## src/gcm_pkg.sv

```systemverilog
// Package: constants, S-box tables and round function for the counter-mode cipher.
`default_nettype none
package gcm_pkg;

    localparam int unsigned DATA_W     = 64;
    localparam int unsigned HALF_W     = 32;
    localparam int unsigned ROUNDS     = 32;
    localparam int unsigned CFG_IDX_W  = 3;
    localparam int unsigned SBOX_SET_DEFAULT = 0;
    localparam int unsigned FIFO_DEPTH = 2;

    localparam logic [HALF_W-1:0] CTR_ADD_HIGH = 32'h0101_0104;
    localparam logic [HALF_W-1:0] CTR_ADD_LOW  = 32'h0101_0101;
    localparam int unsigned ROT_LEFT  = 11;
    localparam int unsigned ROT_RIGHT = 21;

    // Register indexes on the configuration port
    typedef enum logic [CFG_IDX_W-1:0] {
        REG_KEY_0_1 = 3'd0,
        REG_KEY_2_3 = 3'd1,
        REG_KEY_4_5 = 3'd2,
        REG_KEY_6_7 = 3'd3,
        REG_IV      = 3'd4
    } cfg_reg_t;

    typedef logic [HALF_W-1:0] word32_t;
    typedef word32_t key_sched_t [8];

    // Item handed from front to back: counter value and data word
    typedef struct packed {
        logic [DATA_W-1:0] ctr;
        logic [DATA_W-1:0] data;
    } work_item_t;

    typedef logic [3:0] sbox_row_t [16];
    typedef sbox_row_t sbox_set_t [8];

    localparam sbox_set_t SBOX_Z = '{
        '{4'd12, 4'd4, 4'd6, 4'd2, 4'd10, 4'd5, 4'd11, 4'd9,
          4'd14, 4'd8, 4'd13, 4'd7, 4'd0, 4'd3, 4'd15, 4'd1},
        '{4'd6, 4'd8, 4'd2, 4'd3, 4'd9, 4'd10, 4'd5, 4'd12,
          4'd1, 4'd14, 4'd4, 4'd7, 4'd11, 4'd13, 4'd0, 4'd15},
        '{4'd11, 4'd3, 4'd5, 4'd8, 4'd2, 4'd15, 4'd10, 4'd13,
          4'd14, 4'd1, 4'd7, 4'd4, 4'd12, 4'd9, 4'd6, 4'd0},
        '{4'd12, 4'd8, 4'd2, 4'd1, 4'd13, 4'd4, 4'd15, 4'd6,
          4'd7, 4'd0, 4'd10, 4'd5, 4'd3, 4'd14, 4'd9, 4'd11},
        '{4'd7, 4'd15, 4'd5, 4'd10, 4'd8, 4'd1, 4'd6, 4'd13,
          4'd0, 4'd9, 4'd3, 4'd14, 4'd11, 4'd4, 4'd2, 4'd12},
        '{4'd5, 4'd13, 4'd15, 4'd6, 4'd9, 4'd2, 4'd12, 4'd10,
          4'd11, 4'd7, 4'd8, 4'd1, 4'd4, 4'd3, 4'd14, 4'd0},
        '{4'd8, 4'd14, 4'd2, 4'd5, 4'd6, 4'd9, 4'd1, 4'd12,
          4'd15, 4'd4, 4'd11, 4'd0, 4'd13, 4'd10, 4'd3, 4'd7},
        '{4'd1, 4'd7, 4'd14, 4'd13, 4'd0, 4'd5, 4'd8, 4'd3,
          4'd4, 4'd15, 4'd10, 4'd6, 4'd9, 4'd12, 4'd11, 4'd2}
    };

    localparam sbox_set_t SBOX_TEST = '{
        '{4'd4, 4'd10, 4'd9, 4'd2, 4'd13, 4'd8, 4'd0, 4'd14,
          4'd6, 4'd11, 4'd1, 4'd12, 4'd7, 4'd15, 4'd5, 4'd3},
        '{4'd14, 4'd11, 4'd4, 4'd12, 4'd6, 4'd13, 4'd15, 4'd10,
          4'd2, 4'd3, 4'd8, 4'd1, 4'd0, 4'd7, 4'd5, 4'd9},
        '{4'd5, 4'd8, 4'd1, 4'd13, 4'd10, 4'd3, 4'd4, 4'd2,
          4'd14, 4'd15, 4'd12, 4'd7, 4'd6, 4'd0, 4'd9, 4'd11},
        '{4'd7, 4'd13, 4'd10, 4'd1, 4'd0, 4'd8, 4'd9, 4'd15,
          4'd14, 4'd4, 4'd6, 4'd12, 4'd11, 4'd2, 4'd5, 4'd3},
        '{4'd6, 4'd12, 4'd7, 4'd1, 4'd5, 4'd15, 4'd13, 4'd8,
          4'd4, 4'd10, 4'd9, 4'd14, 4'd0, 4'd3, 4'd11, 4'd2},
        '{4'd4, 4'd11, 4'd10, 4'd0, 4'd7, 4'd2, 4'd1, 4'd13,
          4'd3, 4'd6, 4'd8, 4'd5, 4'd9, 4'd12, 4'd15, 4'd14},
        '{4'd13, 4'd11, 4'd4, 4'd1, 4'd3, 4'd15, 4'd5, 4'd9,
          4'd0, 4'd10, 4'd14, 4'd7, 4'd6, 4'd8, 4'd2, 4'd12},
        '{4'd1, 4'd15, 4'd13, 4'd0, 4'd5, 4'd7, 4'd10, 4'd4,
          4'd9, 4'd2, 4'd3, 4'd14, 4'd6, 4'd11, 4'd8, 4'd12}
    };

    // Round function: add key, substitute nibbles, rotate left by 11
    function automatic word32_t round_fn(input word32_t x, input word32_t k,
                                         input logic set_sel);
        word32_t s;
        word32_t y;
        s = x + k;
        y = '0;
        for (int p = 0; p < 8; p++)
        begin
            y[4*p +: 4] = set_sel ? SBOX_TEST[p][s[4*p +: 4]] : SBOX_Z[p][s[4*p +: 4]];
        end
        return (y << ROT_LEFT) | (y >> ROT_RIGHT);
    endfunction

    // Key word used in round r
    function automatic logic [2:0] key_index(input int unsigned r);
        logic [2:0] low3;
        low3 = 3'(r);
        return (r < 24) ? low3 : (3'd7 - low3);
    endfunction

    // Counter advance: high half mod 2^32-1, low half mod 2^32
    function automatic logic [DATA_W-1:0] ctr_advance(input logic [DATA_W-1:0] c);
        logic [HALF_W:0]   hs;
        logic [HALF_W-1:0] hi;
        logic [HALF_W-1:0] lo;
        hs = {1'b0, c[DATA_W-1:HALF_W]} + {1'b0, CTR_ADD_HIGH};
        hi = hs[HALF_W-1:0] + {{(HALF_W-1){1'b0}}, hs[HALF_W]};
        lo = c[HALF_W-1:0] + CTR_ADD_LOW;
        return {hi, lo};
    endfunction

endpackage
`default_nettype wire

```

## src/gcm_queue.sv

```systemverilog
// Short FIFO between front and back ends.
`default_nettype none
module gcm_queue
    import gcm_pkg::*;
#(
    parameter int unsigned DEPTH = FIFO_DEPTH
)(
    input  wire logic       clk,
    input  wire logic       rst_n,
    input  wire logic       push,
    input  work_item_t      push_item,
    output logic            full,
    input  wire logic       pop,
    output logic            not_empty,
    output work_item_t      pop_item
);
    localparam int unsigned PTR_W = (DEPTH > 1) ? $clog2(DEPTH) : 1;

    work_item_t           mem [DEPTH];
    logic [PTR_W-1:0]     wp_reg;
    logic [PTR_W-1:0]     rp_reg;
    logic [PTR_W:0]       cnt_reg;

    assign full      = (cnt_reg == (PTR_W+1)'(DEPTH));
    assign not_empty = (cnt_reg != '0);
    assign pop_item  = mem[rp_reg];

    // Storage
    always_ff @(posedge clk)
    begin
        if (push)
            mem[wp_reg] <= push_item;
    end

    // Pointers and fill count
    always_ff @(posedge clk or negedge rst_n)
    begin
        if (!rst_n)
        begin
            wp_reg  <= '0;
            rp_reg  <= '0;
            cnt_reg <= '0;
        end
        else
        begin
            if (push)
                wp_reg <= (wp_reg == PTR_W'(DEPTH-1)) ? '0 : wp_reg + 1'b1;
            if (pop)
                rp_reg <= (rp_reg == PTR_W'(DEPTH-1)) ? '0 : rp_reg + 1'b1;
            cnt_reg <= cnt_reg + (PTR_W+1)'(push) - (PTR_W+1)'(pop);
        end
    end

    assert property (@(posedge clk) disable iff (!rst_n) full |-> !push)
        else $error("queue push while full");
    assert property (@(posedge clk) disable iff (!rst_n) !not_empty |-> !pop)
        else $error("queue pop while empty");
    assert property (@(posedge clk) disable iff (!rst_n)
        cnt_reg <= (PTR_W+1)'(DEPTH))
        else $error("queue count overflow");
endmodule
`default_nettype wire

```

## config.mk

```make
export PLATFORM = sky130hd
export DESIGN_NAME = gcm_queue
export DESIGN_NICKNAME = d
export VERILOG_FILES = /design/src/gcm_pkg.sv /design/src/gcm_queue.sv
export SDC_FILE = /design/constraint.sdc
export NUM_CORES = 1
export LEC_CHECK = 0
export ABC_AREA = 1
export BUFFER_PORTS_ARGS = -buffer_cell sky130_fd_sc_hd__buf_2
export CORE_ASPECT_RATIO = 1.5
export CORE_MARGIN = 8
export CORE_UTILIZATION = 55
export CTS_CLUSTER_SIZE = 10
export DETAILED_ROUTE_END_ITERATION = 7
export PLACE_DENSITY_LB_ADDON = 0.25
export SYNTH_ARGS = -nofsm -noshare
export SYNTH_HDL_FRONTEND = slang
export SYNTH_SLANG_ARGS = --single-unit
```

## constraint.sdc

```tcl
create_clock -name clk -period 14.5 [get_ports clk]
set_input_delay 0.725 -clock clk [delete_from_list [all_inputs] [get_ports clk]]
set_output_delay 0.725 -clock clk [all_outputs]
set_load 0.005 [all_outputs]
```

== Yosys cells after proc, flatten, opt, wreduce, memory -nomap -nowiden ==
Memories as Yosys holds them, arrays and structs flattened.
Cells that the tools add are included.
W data, S select, Z words.

* Memories: 1
* RAM bits: 256
* Input bits: 132
* Register bits after elaboration: 4
* Logic and storage cells: 14
* Output and inout bits: 130

* Mux-type cells: 4
* Reductions and logical operators: 1
* $add $sub $neg: 4
* Equality and inequality tests: 1

{| class="wikitable"
|+ Memories
! memory !! depth !! width !! read ports !! clocked after Yosys merged registers in !! wr ports !! RTL line !! text
|-
| mem || 2 || 128 || 1 || 0 || 1 || gcm_queue.sv:19 || <nowiki>work_item_t mem [DEPTH];</nowiki>
|}

{| class="wikitable"
|+ Operators with widths
! kind !! number
|-
| $mux W1 || 4
|-
| $add A1 B1 Y1 const B || 2
|-
| $add A2 B1 Y2 || 1
|-
| $eq A2 B2 Y1 const B || 1
|-
| $reduce_bool A2 Y1 || 1
|-
| $sub A2 B1 Y2 || 1
|}

== Depth between registers and ports, before layout ==
* Depth after elaboration: 2
* Mapped depth: 7
* Mapped depth without buffers: 7

== Worst setup path before layout ==
No wires, ideal clock.

* Kind: input to register
* From: input port push
* To: memory mem[0][0] in the netlist's numbering, enable pin
* Data required time: 13.880 ns
* Stages: 2
* Library setup time: 0.620 ns
* Arrival time: 6.119 ns
* Path buffers: 0
* Setup slack: 7.761 ns
* Cell sequence: inv_1 > nor2_1

* Word-level cells in the longest chain between the ends: 2

{| class="wikitable"
|+ RTL lines
! what !! RTL line !! text
|-
| from (decl) || gcm_queue.sv:10 || <nowiki>input wire logic push,</nowiki>
|-
| $mux W1 || gcm_queue.sv:31 || <nowiki>if (push)</nowiki>
|-
| $mux W1 (implied by the code) || gcm_queue.sv:32 || <nowiki>mem[wp_reg] <= push_item;</nowiki>
|-
| to (decl) || gcm_queue.sv:19 ||
|}

Every way passes these cells.

==> impl_metrics.env <==
export IMPL_outcome="finished clean"
export IMPL_min_delay_start="push_item[22]"
export IMPL_fmax_ghz=0.294
export IMPL_area_delta_synth_final_pct=23.5
export IMPL_yosysTopAreaCell="edfxtp_1"
export IMPL_path_clk_slew_ps=60
export IMPL_cts_resized_gates=0
export IMPL_slew_headroom_pct=37.9
export IMPL_synth_ff_type="edfxtp_1"
export IMPL_cp_top_family="buffers and inverters"
export IMPL_gr_total_overflow=0
export IMPL_synth_edff_count=256
export IMPL_synth_most_common_cell="edfxtp_1"
export IMPL_cts_tree="built"
export IMPL_post_drt_wl_per_cell_um=17.0
export IMPL_initial_core_util_pct=55.8
export IMPL_finalWirelength_mm=20.2
export IMPL_crit_arrival_ps=2670
export IMPL_setup_viol=0
export IMPL_cts_htree_levels=1
export IMPL_via_per_inst=5.00
export IMPL_die_y_um=178
export IMPL_ir_worst_vdd_mv=0.134
export IMPL_p_per_area_mw_per_mm2=188
export IMPL_insertion_delay_ps=510
export IMPL_ant_nets=0
export IMPL_gp_congestion=0.782
export IMPL_rr_startpoint="wp_reg$_DFFE_PN0P_"
export IMPL_crit_path_start_kind="register"
export IMPL_synth_common_cells="256 x edfxtp_1, 135 x inv_1, 135 x nand2_1"
export IMPL_io_buffers=261
export IMPL_core_area_mm2=0.0173
export IMPL_cts_sinks=260
export IMPL_avgSynthCellArea_um2=13.9
export IMPL_drc=0
export IMPL_syn_nets=827
export IMPL_crit_chain="buf_4 -> o21ai_0 -> buf_2"
export IMPL_seq_area_frac_synth_pct=80.7
export IMPL_postSynthCellCount=693
export IMPL_timing_final_crit_share_pct=23.4
export IMPL_syn_cell_area_mm2=0.00964
export IMPL_drive_gt1_share_pct=30.6
export IMPL_ios=262
export IMPL_ys_warnings_count=0
export IMPL_grt_pass1_wl_mm=29.9
export IMPL_grt_start_max_net_pins=113
export IMPL_slowest_delay_ps=790
export IMPL_num_vias=5951
export IMPL_first_pass_iters=4
export IMPL_cp_end_kind="output port"
export IMPL_nets=1097
export IMPL_cts_path_max_buffers=3
export IMPL_crit_path_max_fanout=112
export IMPL_tns_ps=0
export IMPL_placement_rows=59
export IMPL_cp_slowest_cell="buf_4"
export IMPL_cts_made_buffers=29
export IMPL_clockRootBuffer="clkbuf_16"
export IMPL_p_leak_uw=0.00512
export IMPL_slew_viol_final=0
export IMPL_drt_iter0_drc=479
export IMPL_synth_top_area_share_pct=79.7
export IMPL_skew_ps=5.31
export IMPL_dieArea_mm2=0.0221
export IMPL_synth_async_sr_flop_share_pct=1.54
export IMPL_grt_setup_unrepaired="false"
export IMPL_ys_top_cells_by_area="edfxtp_1 80%, o21ai_0 6.6%, inv_1 5.3%, nand2_1 5.3%, buf_2 1.1%"
export IMPL_antenna_found_initial=9
export IMPL_crit_start="rp_reg$_DFFE_PN0P_"
export IMPL_critPathKind="reg2out"
export IMPL_ys_ff_latch=260
export IMPL_post_route_min_period_ps=3400
export IMPL_grt_pass1_vias=6030
export IMPL_largest_register_ffs=256
export IMPL_hold_viol_final=0
export IMPL_grt_total_usage_pct=17.5
export IMPL_hp_class="in2reg"
export IMPL_drv_cap=0
export IMPL_worst_pin_slew_ps=931
export IMPL_crit_required_ps=13780
export IMPL_path_buf_inv=2
export IMPL_die_w_um=124
export IMPL_detailed_place_hpwl_mm=13.5
export IMPL_p_total_uw=2230
export IMPL_ys_types=12
cell usage in the layout (no fill, tap or decap), drive strengths merged:
cell / n
clkbuf: 41
diode: 4
xor2: 2
edfxtp: 256
buf: 266
nor2: 2
inv: 135
o21ai: 128
ha: 2
dlygate4sd3: 1
nand2: 135
dfrtp: 4
nand3: 1
final cells by class:
class | instances | area, um2
Tap cell | 213 | 267
Clock buffer | 41 | 771
Timing Repair Buffer | 267 | 1350
Multi-Input combinational cell | 270 | 1210
Sequential cell | 260 | 7790
Fill cell | 1232 | 5360
Inverter | 135 | 509
Antenna cell | 4 | 10.0
through the flow:
stage	util, %	cell area, um2	worst slack, ps	hold slack [ps]	cells
6_report	69.0	11900	11100	395	1190
5_1_grt	69.0	11900	10880	370	1190
4_1_cts	68.9	11900	11050	365	1186
3_5_place_dp	64.4	11100	11550	536	1144
3_3_place_gp	64.4	11100	11540	526	1144
2_1_floorplan	-	9640	7760	429	693
metal layers:
layer  part of all wire (%)  GRT usage, %  routed length (um)
met1                     35          18.7                6970
met2                     53          30.5               10700
met3                    8.8          5.58                1780
met4                    3.4          8.06                 687
met5                   0.27             0                  54
report_power, final:
| group | switching, uW | total [uW] | internal [uW] |
|---|---|---|---|
| logic | 365 | 573 | 209 |
| registers | 52.4 | 1050 | 1000 |
| clock network | 248 | 609 | 360 |
kinds of logic (layout without fill, tap and decap cells):
kind of cell               after synthesis  in the layout  synth area share, %
buffers and inverters                  163            443                 6.79
AOI/OAI and AO/OA                      128            128                 6.64
adders and majority gates                2              2                0.259
DFF                                    260            260                 80.7
and+or+nand+nor                        138            138                 5.38
xor gates and xnor gates                 2              2                0.182
other                                    0              4                    0
timing repair:
action	in CTS	in global routing
hold endpoints to repair	4	0
hold buffers	1	0
buffers inserted	0	0
path summary, 6_finish.rpt:
path                                         to  slack [ps]  depth (start not counted)
hold / removal             mem[1][22]$_DFFE_PP_         400                          1
max in group asynchronous    rp_reg$_DFFE_PN0P_       13810                          2
setup reg to reg           mem[0][89]$_DFFE_PP_       12040                          3
setup / recovery                   pop_item[19]       11100                          3
min in group asynchronous    wp_reg$_DFFE_PN0P_         550                          2
hold reg to reg              wp_reg$_DFFE_PN0P_         540                          1
Power figures use the tool's default switching activity.
