`src/gcm_pkg.sv`:
```
// Package: constants, S-box tables and round function for the counter-mode cipher.
`default_nettype none
package gcm_pkg;

    localparam int unsigned DATA_W     = 64;
    localparam int unsigned HALF_W     = 32;
    localparam int unsigned ROUNDS     = 32;
    localparam int unsigned CFG_IDX_W  = 3;
    localparam int unsigned SBOX_SET_DEFAULT = 0;
    localparam int unsigned FIFO_DEPTH = 2;

    localparam logic [HALF_W-1:0] CTR_ADD_HIGH = 32'h0101_0104;
    localparam logic [HALF_W-1:0] CTR_ADD_LOW  = 32'h0101_0101;
    localparam int unsigned ROT_LEFT  = 11;
    localparam int unsigned ROT_RIGHT = 21;

    // Register indexes on the configuration port
    typedef enum logic [CFG_IDX_W-1:0] {
        REG_KEY_0_1 = 3'd0,
        REG_KEY_2_3 = 3'd1,
        REG_KEY_4_5 = 3'd2,
        REG_KEY_6_7 = 3'd3,
        REG_IV      = 3'd4
    } cfg_reg_t;

    typedef logic [HALF_W-1:0] word32_t;
    typedef word32_t key_sched_t [8];

    // Item handed from front to back: counter value and data word
    typedef struct packed {
        logic [DATA_W-1:0] ctr;
        logic [DATA_W-1:0] data;
    } work_item_t;

    typedef logic [3:0] sbox_row_t [16];
    typedef sbox_row_t sbox_set_t [8];

    localparam sbox_set_t SBOX_Z = '{
        '{4'd12, 4'd4, 4'd6, 4'd2, 4'd10, 4'd5, 4'd11, 4'd9,
          4'd14, 4'd8, 4'd13, 4'd7, 4'd0, 4'd3, 4'd15, 4'd1},
        '{4'd6, 4'd8, 4'd2, 4'd3, 4'd9, 4'd10, 4'd5, 4'd12,
          4'd1, 4'd14, 4'd4, 4'd7, 4'd11, 4'd13, 4'd0, 4'd15},
        '{4'd11, 4'd3, 4'd5, 4'd8, 4'd2, 4'd15, 4'd10, 4'd13,
          4'd14, 4'd1, 4'd7, 4'd4, 4'd12, 4'd9, 4'd6, 4'd0},
        '{4'd12, 4'd8, 4'd2, 4'd1, 4'd13, 4'd4, 4'd15, 4'd6,
          4'd7, 4'd0, 4'd10, 4'd5, 4'd3, 4'd14, 4'd9, 4'd11},
        '{4'd7, 4'd15, 4'd5, 4'd10, 4'd8, 4'd1, 4'd6, 4'd13,
          4'd0, 4'd9, 4'd3, 4'd14, 4'd11, 4'd4, 4'd2, 4'd12},
        '{4'd5, 4'd13, 4'd15, 4'd6, 4'd9, 4'd2, 4'd12, 4'd10,
          4'd11, 4'd7, 4'd8, 4'd1, 4'd4, 4'd3, 4'd14, 4'd0},
        '{4'd8, 4'd14, 4'd2, 4'd5, 4'd6, 4'd9, 4'd1, 4'd12,
          4'd15, 4'd4, 4'd11, 4'd0, 4'd13, 4'd10, 4'd3, 4'd7},
        '{4'd1, 4'd7, 4'd14, 4'd13, 4'd0, 4'd5, 4'd8, 4'd3,
          4'd4, 4'd15, 4'd10, 4'd6, 4'd9, 4'd12, 4'd11, 4'd2}
    };

    localparam sbox_set_t SBOX_TEST = '{
        '{4'd4, 4'd10, 4'd9, 4'd2, 4'd13, 4'd8, 4'd0, 4'd14,
          4'd6, 4'd11, 4'd1, 4'd12, 4'd7, 4'd15, 4'd5, 4'd3},
        '{4'd14, 4'd11, 4'd4, 4'd12, 4'd6, 4'd13, 4'd15, 4'd10,
          4'd2, 4'd3, 4'd8, 4'd1, 4'd0, 4'd7, 4'd5, 4'd9},
        '{4'd5, 4'd8, 4'd1, 4'd13, 4'd10, 4'd3, 4'd4, 4'd2,
          4'd14, 4'd15, 4'd12, 4'd7, 4'd6, 4'd0, 4'd9, 4'd11},
        '{4'd7, 4'd13, 4'd10, 4'd1, 4'd0, 4'd8, 4'd9, 4'd15,
          4'd14, 4'd4, 4'd6, 4'd12, 4'd11, 4'd2, 4'd5, 4'd3},
        '{4'd6, 4'd12, 4'd7, 4'd1, 4'd5, 4'd15, 4'd13, 4'd8,
          4'd4, 4'd10, 4'd9, 4'd14, 4'd0, 4'd3, 4'd11, 4'd2},
        '{4'd4, 4'd11, 4'd10, 4'd0, 4'd7, 4'd2, 4'd1, 4'd13,
          4'd3, 4'd6, 4'd8, 4'd5, 4'd9, 4'd12, 4'd15, 4'd14},
        '{4'd13, 4'd11, 4'd4, 4'd1, 4'd3, 4'd15, 4'd5, 4'd9,
          4'd0, 4'd10, 4'd14, 4'd7, 4'd6, 4'd8, 4'd2, 4'd12},
        '{4'd1, 4'd15, 4'd13, 4'd0, 4'd5, 4'd7, 4'd10, 4'd4,
          4'd9, 4'd2, 4'd3, 4'd14, 4'd6, 4'd11, 4'd8, 4'd12}
    };

    // Round function: add key, substitute nibbles, rotate left by 11
    function automatic word32_t round_fn(input word32_t x, input word32_t k,
                                         input logic set_sel);
        word32_t s;
        word32_t y;
        s = x + k;
        y = '0;
        for (int p = 0; p < 8; p++)
        begin
            y[4*p +: 4] = set_sel ? SBOX_TEST[p][s[4*p +: 4]] : SBOX_Z[p][s[4*p +: 4]];
        end
        return (y << ROT_LEFT) | (y >> ROT_RIGHT);
    endfunction

    // Key word used in round r
    function automatic logic [2:0] key_index(input int unsigned r);
        logic [2:0] low3;
        low3 = 3'(r);
        return (r < 24) ? low3 : (3'd7 - low3);
    endfunction

    // Counter advance: high half mod 2^32-1, low half mod 2^32
    function automatic logic [DATA_W-1:0] ctr_advance(input logic [DATA_W-1:0] c);
        logic [HALF_W:0]   hs;
        logic [HALF_W-1:0] hi;
        logic [HALF_W-1:0] lo;
        hs = {1'b0, c[DATA_W-1:HALF_W]} + {1'b0, CTR_ADD_HIGH};
        hi = hs[HALF_W-1:0] + {{(HALF_W-1){1'b0}}, hs[HALF_W]};
        lo = c[HALF_W-1:0] + CTR_ADD_LOW;
        return {hi, lo};
    endfunction

endpackage
`default_nettype wire

```
`src/gcm_front.sv`:
```
// Front end: accepts data words, advances the counter, pushes work into the queue.
`default_nettype none
module gcm_front
    import gcm_pkg::*;
(
    input  wire logic              clk,
    input  wire logic              rst_n,
    input  wire logic              in_valid,
    output logic                   in_ready,
    input  wire logic [DATA_W-1:0] in_data,
    input  wire logic              iv_load,
    input  wire logic [DATA_W-1:0] iv_value,
    output logic                   push,
    output work_item_t             push_item,
    input  wire logic              q_full
);
    logic [DATA_W-1:0] ctr_reg;
    logic [DATA_W-1:0] ctr_next;

    assign in_ready  = !q_full;
    assign push      = in_valid && in_ready;
    assign ctr_next  = ctr_advance(ctr_reg);
    assign push_item = '{ctr: ctr_next, data: in_data};

    // Keystream counter
    always_ff @(posedge clk or negedge rst_n)
    begin
        if (!rst_n)
            ctr_reg <= '0;
        else if (iv_load)
            ctr_reg <= iv_value;
        else if (push)
            ctr_reg <= ctr_next;
    end
endmodule
`default_nettype wire

```
`config.mk`:
```
export PLATFORM = sky130hd
export DESIGN_NAME = gcm_front
export DESIGN_NICKNAME = d
export VERILOG_FILES = /design/src/gcm_pkg.sv /design/src/gcm_front.sv
export SDC_FILE = /design/constraint.sdc
export NUM_CORES = 1
export LEC_CHECK = 0
export BUFFER_PORTS_ARGS = -buffer_cell sky130_fd_sc_hd__buf_2
export CAP_MARGIN = 20
export CORE_ASPECT_RATIO = 0.5
export CORE_MARGIN = 8
export CORE_UTILIZATION = 53
export CTS_BUF_LIST = sky130_fd_sc_hd__clkbuf_8 sky130_fd_sc_hd__clkbuf_16
export CTS_CLUSTER_DIAMETER = 50
export DETAILED_ROUTE_END_ITERATION = 12
export GPL_TIMING_DRIVEN = 0
export HOLD_SLACK_MARGIN = 0.15
export MAX_ROUTING_LAYER = met4
export PLACE_DENSITY = 0.89
export SLEW_MARGIN = 20
export SYNTH_ARGS = -nofsm -noshare
export SYNTH_HDL_FRONTEND = slang
export SYNTH_SLANG_ARGS = --single-unit
export TNS_END_PERCENT = 5
```
`constraint.sdc`:
```
create_clock -name clk -period 9.11 [get_ports clk]
set_input_delay 0.911 -clock clk [delete_from_list [all_inputs] [get_ports clk]]
set_output_delay 0.911 -clock clk [all_outputs]
set_load 0.05 [all_outputs]
```
**After elaboration in Yosys (flattened, before gate mapping)**

Cells that the tools add are included.

- Logic and storage cells: 9
- Register bits: 64
- Output and inout bits: 130
- Input bits: 133

- Reduce and logical (&&, ||, !) cells: 3
- Muxes and demuxes: 2
- Add/subtract/negate cells: 3

Operators with widths:

| cell | number |
|---|---|
| two-way mux 64 bit | 2 |
| adder 32 x 25 -> 33 bit, second input constant | 1 |
| adder 32 x 1 -> 32 bit | 1 |
| adder 32 x 25 -> 32 bit, second input constant | 1 |
| nonzero test 2 bit | 1 |
| logical AND 1 bit | 1 |
| zero test 1 bit | 1 |

**Logic depth before layout (Yosys ltp)**

Gate-level depths: netlist of the first run.

- Depth after elaboration: 4
- Depth in mapped cells: 17
- Mapped depth without buffers: 15

**Least setup slack after synthesis of the first run**

No wires, ideal clock.

- Kind: flip-flop to output port
- From: reg ctr_reg[35]
- To: out push_item[127] in the netlist's numbering
- Data required time: 8199 ps
- Buffers on the path: 3
- Cell stages (with the launch flop): 18
- Arrival time: 4062 ps
- Path slack: 4137 ps
- Cells stage by stage: dfrtp_1 -> ha_1 -> clkbuf_8 -> inv_1 -> o21ai_0 -> a31oi_1 -> nor3b_1 -> ha_1 -> nand3b_1 -> nor2_1 -> nand2_1 -> or4_1 -> buf_2 -> and4bb_4 -> and3_2 -> buf_6 -> nand2_1 -> xor2_1

RTL lines:

| element | RTL line | RTL |
|---|---|---|
| start, declared | gcm_front.sv:17 | `logic [DATA_W-1:0] ctr_reg;` |
| start signal, assigned | gcm_front.sv:31 | `ctr_reg <= iv_value;` |
| start signal, assigned | gcm_front.sv:33 | `ctr_reg <= ctr_next;` |
| end, declared | gcm_front.sv:14 | `output work_item_t push_item,` |

==> results of run 1 <==
[power breakdown]
part	switching (mW)	total, mW	internal, mW
logic	0.390	0.556	0.165
clock network	0.142	0.418	0.276
registers	0.0362	0.350	0.314
[layout by cell type (no fill, tap or decap), drive strengths merged, types with 4 or more instances in the layout]
cell	instances
a31oi	12
o21ai	68
nand2	108
a21oi	17
o211ai	5
xor2	39
nor3b	4
mux2i	11
ha	5
nand3	30
dfrtp	64
xnor2	70
nor3	14
nor4b	4
nor4	9
and3	14
or2	4
a21o	4
o31ai	6
buf	274
o21a	4
nand4	14
inv	20
nor2	61
clkbuf	42
and2	8
[kinds of logic (layout without fill, tap and decap cells)]
kind of cell	after synthesis	after routing	synth area share, %
AND/OR/NAND/NOR	284	284	23.34
flip-flops	64	64	27.26
adder cells (fa/ha/maj)	5	5	1.065
buffers and inverters	128	342	14.14
XOR/XNOR	109	109	16.25
multiplexers	11	11	1.874
AO/OA/AOI/OAI	148	148	16.08
[worst paths after layout]
check / from / endpoint / slack [ns]
min in group clk: ctr_reg[23] / ctr_reg[23] / 0.59
max: ctr_reg[35] / push_item[124] / 2.77
max reg2reg: ctr_reg[35] / ctr_reg[58] / 4.16
min: rst_n / ctr_reg[13] / 0.41
min reg2reg: ctr_reg[23] / ctr_reg[23] / 0.59
max in group asynchronous: rst_n / ctr_reg[37] / 8.15
[routing by layer]
layer	up-vias	share of wire, %	global-route usage, %
met5	-	0	-
met4	0	2.6	9.762
met3	48	8.1	5.641
met2	319	49	45.15
met1	2900	41	30.83
li1	2928	-	-
[worst reg2reg max path, cell delays in order, from the launching register on]
cell and delay, ns:
dfrtp_1 0.55, ha_1 0.23, clkbuf_8 0.17, inv_1 0.11, o21ai_0 0.44, a31oi_1 0.36, nor3b_1 0.28, ha_1 0.24
ha_1 0.31, nand3_1 0.16, nor4b_2 0.59, nand3_1 0.39, o31ai_1 0.54, a31oi_1 0.16, o31a_1 0.30
[layout make-up]
| class | instances | area share [%] |
|---|---|---|
| plain buffers | 108 | 10.18 |
| clock buffers | 10 | 3.218 |
| clock inverters | 6 | 1.550 |
| inverters | 20 | 1.011 |
| multi-input cells | 557 | 46.36 |
| flip-flops and latches | 64 | 21.56 |
| well taps | 145 | 2.443 |
| repair buffers | 198 | 13.68 |
[metrics by stage]
stage                     utilization, %  hold slack, ns  std cells  setup slack (ns)
after floorplan                        -          0.5363        749             4.137
after global placement             64.55          0.5599       1091             3.417
after detailed placement           64.82          0.5790       1092             3.399
after CTS                          68.07          0.4159       1108             3.013
after global routing               68.07          0.4278       1108             2.547
final                              68.07          0.4142       1108             2.772
==> impl_metrics.csv, run 1 <==
group,metric,value,unit
run_status,status,"finished clean",
logic_synthesis,ys_ff_latch,64,
global_route,overflow,0,
logic_synthesis,syn_area,0.005876,mm²
floorplan,io_pins,263,
floorplan,dieWidth,164.9,µm
logic_synthesis,syn_area_per_cell,7.845,µm²
logic_synthesis,yosysWarningCount,0,
logic_synthesis,synth_most_common_cell,"nand2_1",
logic_synthesis,yosys-top-cells-count,"nand2_1 (107), xnor2_1 (70), buf_4 (67)",
placement,place_area,0.007073,mm²
power_and_ir_drop,power.leakage,3.415,nW
cells_and_area,areaGrowthSynthToFinish,26.41,%
setup_path,start_kind,"flop",
cts,hold_buffers,0,
drt,routed-via-count,6195,
cts,htree_levels,3,
global_route,antenna_found_initial,0,
drt,drc,0,
sta,post-route-period-util,69.57,%
cells_and_area,largest_reg_flops,64,
logic_synthesis,synthTopCellsByArea,"dfrtp_1 (27%), xnor2_1 (10%), buf_4 (8.6%)",
drt,drt_first_pass_iters,6,
setup_path,cp_num_buf_inv,3,
power_and_ir_drop,ir_worst_vdd,85.21,µV
floorplan,rows,27,
cts,cts_resized,0,
setup_path,cpMostUsedCell,"ha_1",
sta,finalCriticalPeriod,6.338,ns
logic_synthesis,async_flop_share,100.0,%
logic_synthesis,syn_nets,887,
logic_synthesis,synthCells,749,
sta,max_slew_margin,43.35,%
setup_path,crit_fanout,10,
setup_path,crit_chain,"ha_1, clkbuf_8, inv_1, o21ai_0, a31oi_1, nor3b_1, ha_1, ha_1, nand3_1, nor4b_2, nand3_1, o31ai_1, nand4_1, xnor2_1, buf_2",
drt,ant_nets,0,
logic_synthesis,ys_seq_area_share,27.26,%
cts,post_cts_buffers,0,
cells_and_area,diodes,0,
setup_path,worstPathArrival,5.43,ns
floorplan,die_area,0.01492,mm²
placement,place.gp.congestion,0.9450,
power_and_ir_drop,p_per_area,178.3,mW/mm²
cells_and_area,register_area,0.001602,mm²
logic_synthesis,yosysTopAreaCell,"dfrtp_1",
cells_and_area,final.fill_count,905,
setup_path,worst_ep_required_time,8.20,ns
sta,hold_viol_final,0,
drt,wl,20120,µm
drt,drt-initial-drc-count,462,
sta,clock.fmax,157.8,MHz
setup_path,crit_slowest_cell,"nor4b_2",
global_route,grt_util_all_layers,26.75,%
cts,cts_buffers,9,
run,max_cap_violations,0,
sta,tns,0,ns
worst_hold_path,min_path_type,"input port to async pin",
setup_path,path_delay_family,"simple AND/OR/NAND/NOR gates",
setup_path,rr_worst_depth,14,
setup_path,endpoint_kind,"output pin",
setup_path,crit_type,"flop to output pin",
cts,cts_sinks,64,
logic_synthesis,synth_top_area_share,27.26,%
drt,wl_per_cell,18.15,µm
cts,clock-root-buffer,"clkbuf_16",
cells_and_area,multi_input_area,0.003443,mm²
sta,finalClockSkew,0.006842,ns
power_and_ir_drop,p_total,1.324,mW
floorplan,core,0.01091,mm²
global_route,grt_pass1_vias,6308,
drt,drt-vias-per-instance,5.591,
cells_and_area,fin_area,0.007427,mm²
cts,cts_tree,"built",
floorplan,initial_utilization,53.85,%
placement,detailed_place_hpwl,15800,µm
cts,clock_latency,0.34,ns
sta,drv_slew,0,
sta,rsz0062_at_grt,"false",
setup_path,worst-path-stages,15,
cts,clk_path_buf_depth,2,
cells_and_area,drive_gt1_share,32.40,%
sta,worst_pin_slew,0.8498,ns
logic_synthesis,synth.distinct_cells,74,
cells_and_area,nets,1096,
setup_path,slowest_delay,0.59,ns
logic_synthesis,synth_flop_cell,"dfrtp_1",
placement,port_buffers,197,
floorplan,die_h,90.45,µm
cts,cts.clk_slew.worst_paths,0.06,ns
sta,finalSetupViolCount,0,
logic_synthesis,synth_edf_count,0,
global_route,grt_max_degree,51,
global_route,grt_pass1_wl,31420,µm
Power figures use the tool's default switching activity.
==> run 2, diff against run 1 <==
- CORE_UTILIZATION: 53 -> 44
- PLACE_DENSITY: 0.89 -> 0.78
- clock period: 9.11 -> 5.7 ns (I/O delays scaled with it)
==> run 2 against run 1 <==
Effect of this change: highest routed layer unchanged; wire length increased by 2.3%; critical path type unchanged; final area about the same; non-clock buffer count increased by 1; sequential cell count unchanged; critical endpoint is now push_item[127]; clock skew increased by 0.0022 ns.
==> impl_metrics.csv, run 2 (synthesis results as in run 1) <==
group,metric,value,unit
placement,dp.cells,1117,
setup_path,worst_ep_required_time,5.13,ns
setup_path,crit_type,"flop to output pin",
setup_path,endpoint_kind,"output pin",
sta,drv_slew,0,
cells_and_area,final_common_cell,"buf_2",
cells_and_area,drive_gt1_share,32.40,%
floorplan,core,0.01284,mm²
cts,cts_buffers,9,
placement,place_area,0.007104,mm²
drt,wl,20580,µm
cells_and_area,layout.cells.non_filler,1133,
cts,clk_path_buf_depth,2,
setup_path,crit_chain,"ha_1, clkbuf_8, inv_1, o21ai_1, a31oi_1, nor3b_1, ha_1, nand3b_1, nor2_1, nand2_1, or4_1, buf_2, and4bb_4, and3_2, buf_6, nand2_1, xor2_1, buf_2",
placement,dp_slack,0.4173,ns
setup_path,cp_num_buf_inv,5,
sta,max_slew_margin,44.42,%
cts,cts_sinks,64,
cts,clock_latency,0.34,ns
sta,timing.final.ws_setup,0.1937,ns
cells_and_area,multi_input_area,0.003457,mm²
sta,tns,0,ns
sta,finalSetupViolCount,0,
global_route,grt_pass1_vias,6368,
setup_path,crit_slowest_cell,"dfrtp_1",
run,max_cap_violations,0,
cells_and_area,final.fill_count,1198,
cells_and_area,largest_reg_flops,64,
floorplan,initial_utilization,45.74,%
cells_and_area,register_area,0.001602,mm²
drt,drc,0,
cells_and_area,final_cell_mix,"buf_2 (198), nand2_1 (107), xnor2_1 (70), buf_4 (68), o21ai_0 (65)",
sta,rsz0062_at_grt,"false",
power_and_ir_drop,ir_worst_vdd,125.9,µV
cts,clock-root-buffer,"clkbuf_16",
sta,hold_viol_final,0,
sta,clock.fmax,181.6,MHz
placement,port_buffers,197,
drt,ant_nets,0,
cells_and_area,finish.utilization,57.79,%
cells_and_area,fin_area,0.007423,mm²
placement,place.gp.congestion,0.9341,
floorplan,rows,29,
setup_path,start_kind,"flop",
global_route,grt_pass1_wl,32580,µm
setup_path,slowest_delay,0.54,ns
drt,wl_per_cell,18.17,µm
cts,cts.clk_slew.worst_paths,0.06,ns
floorplan,die_h,97.71,µm
cts,cts_tree,"built",
cts,htree_levels,3,
sta,post-route-period-util,96.60,%
cells_and_area,areaGrowthSynthToFinish,26.34,%
setup_path,crit_fanout,10,
floorplan,die_area,0.01753,mm²
drt,drt-initial-drc-count,412,
power_and_ir_drop,p_total,2.017,mW
global_route,grt_util_all_layers,23.15,%
power_and_ir_drop,p_per_area,271.7,mW/mm²
global_route,grt_max_degree,52,
sta,worst_pin_slew,0.8336,ns
global_route,overflow,0,
run_status,status,"finished clean",
drt,drt-vias-per-instance,5.487,
power_and_ir_drop,power.leakage,3.392,nW
sta,finalCriticalPeriod,5.506,ns
sta,hold_ws,0.4286,ns
worst_hold_path,min_path_type,"input port to flop",
setup_path,worstPathArrival,4.94,ns
drt,routed-via-count,6217,
drt,drt_first_pass_iters,5,
floorplan,dieWidth,179.4,µm
cells_and_area,nets,1097,
cells_and_area,diodes,0,
floorplan,io_pins,263,
setup_path,path_delay_family,"simple AND/OR/NAND/NOR gates",
sta,finalClockSkew,0.009042,ns
placement,detailed_place_hpwl,16080,µm
global_route,antenna_found_initial,0,
[run 2: tightest hold or removal path, stage by stage]
cell     delay (ns)
buf_2          0.08
nand2_1        0.04
o21ai_0        0.05
[run 2: timing repair]
item | in CTS | in global routing
endpoints found under the hold margin | 13 | 0
setup buffers | 0 | 0
endpoints found under the setup margin | 0 | 7
gates resized for setup | 0 | 3
hold buffers | 1 | 0
[run 2: final timing paths]
| check | slack [ns] | start | cells past startpoint | to |
|---|---|---|---|---|
| setup reg to reg | 1.09 | ctr_reg[35] | 17 | ctr_reg[57] |
| min in group asynchronous | 0.63 | rst_n | 2 | ctr_reg[11] |
| hold reg to reg | 0.58 | ctr_reg[23] | 2 | ctr_reg[23] |
| hold / removal | 0.43 | iv_value[14] | 3 | ctr_reg[14] |
| max in group asynchronous | 4.53 | rst_n | 3 | ctr_reg[53] |
| setup / recovery | 0.19 | ctr_reg[35] | 18 | push_item[127] |
[run 2: area by class of cell]
| class | count | area share (%) |
|---|---|---|
| Inverter | 20 | 1.011 |
| Buffer | 108 | 10.18 |
| Clock buffer | 9 | 3.034 |
| Sequential cell | 64 | 21.57 |
| Tap cell | 170 | 2.865 |
| Multi-Input combinational cell | 557 | 46.57 |
| Timing Repair Buffer | 199 | 13.82 |
| Clock inverter | 6 | 0.9439 |
[run 2: power by group]
group / switching, mW / internal [mW]
Sequential: 0.0580 / 0.502
Clock: 0.226 / 0.338
Combinational: 0.627 / 0.265
[run 2: layer usage]
layer	track usage [%]	wire, µm
met3	5.634	1589
met2	37.94	9802
met1	27.60	8746
met4	7.957	444
met5	-	0
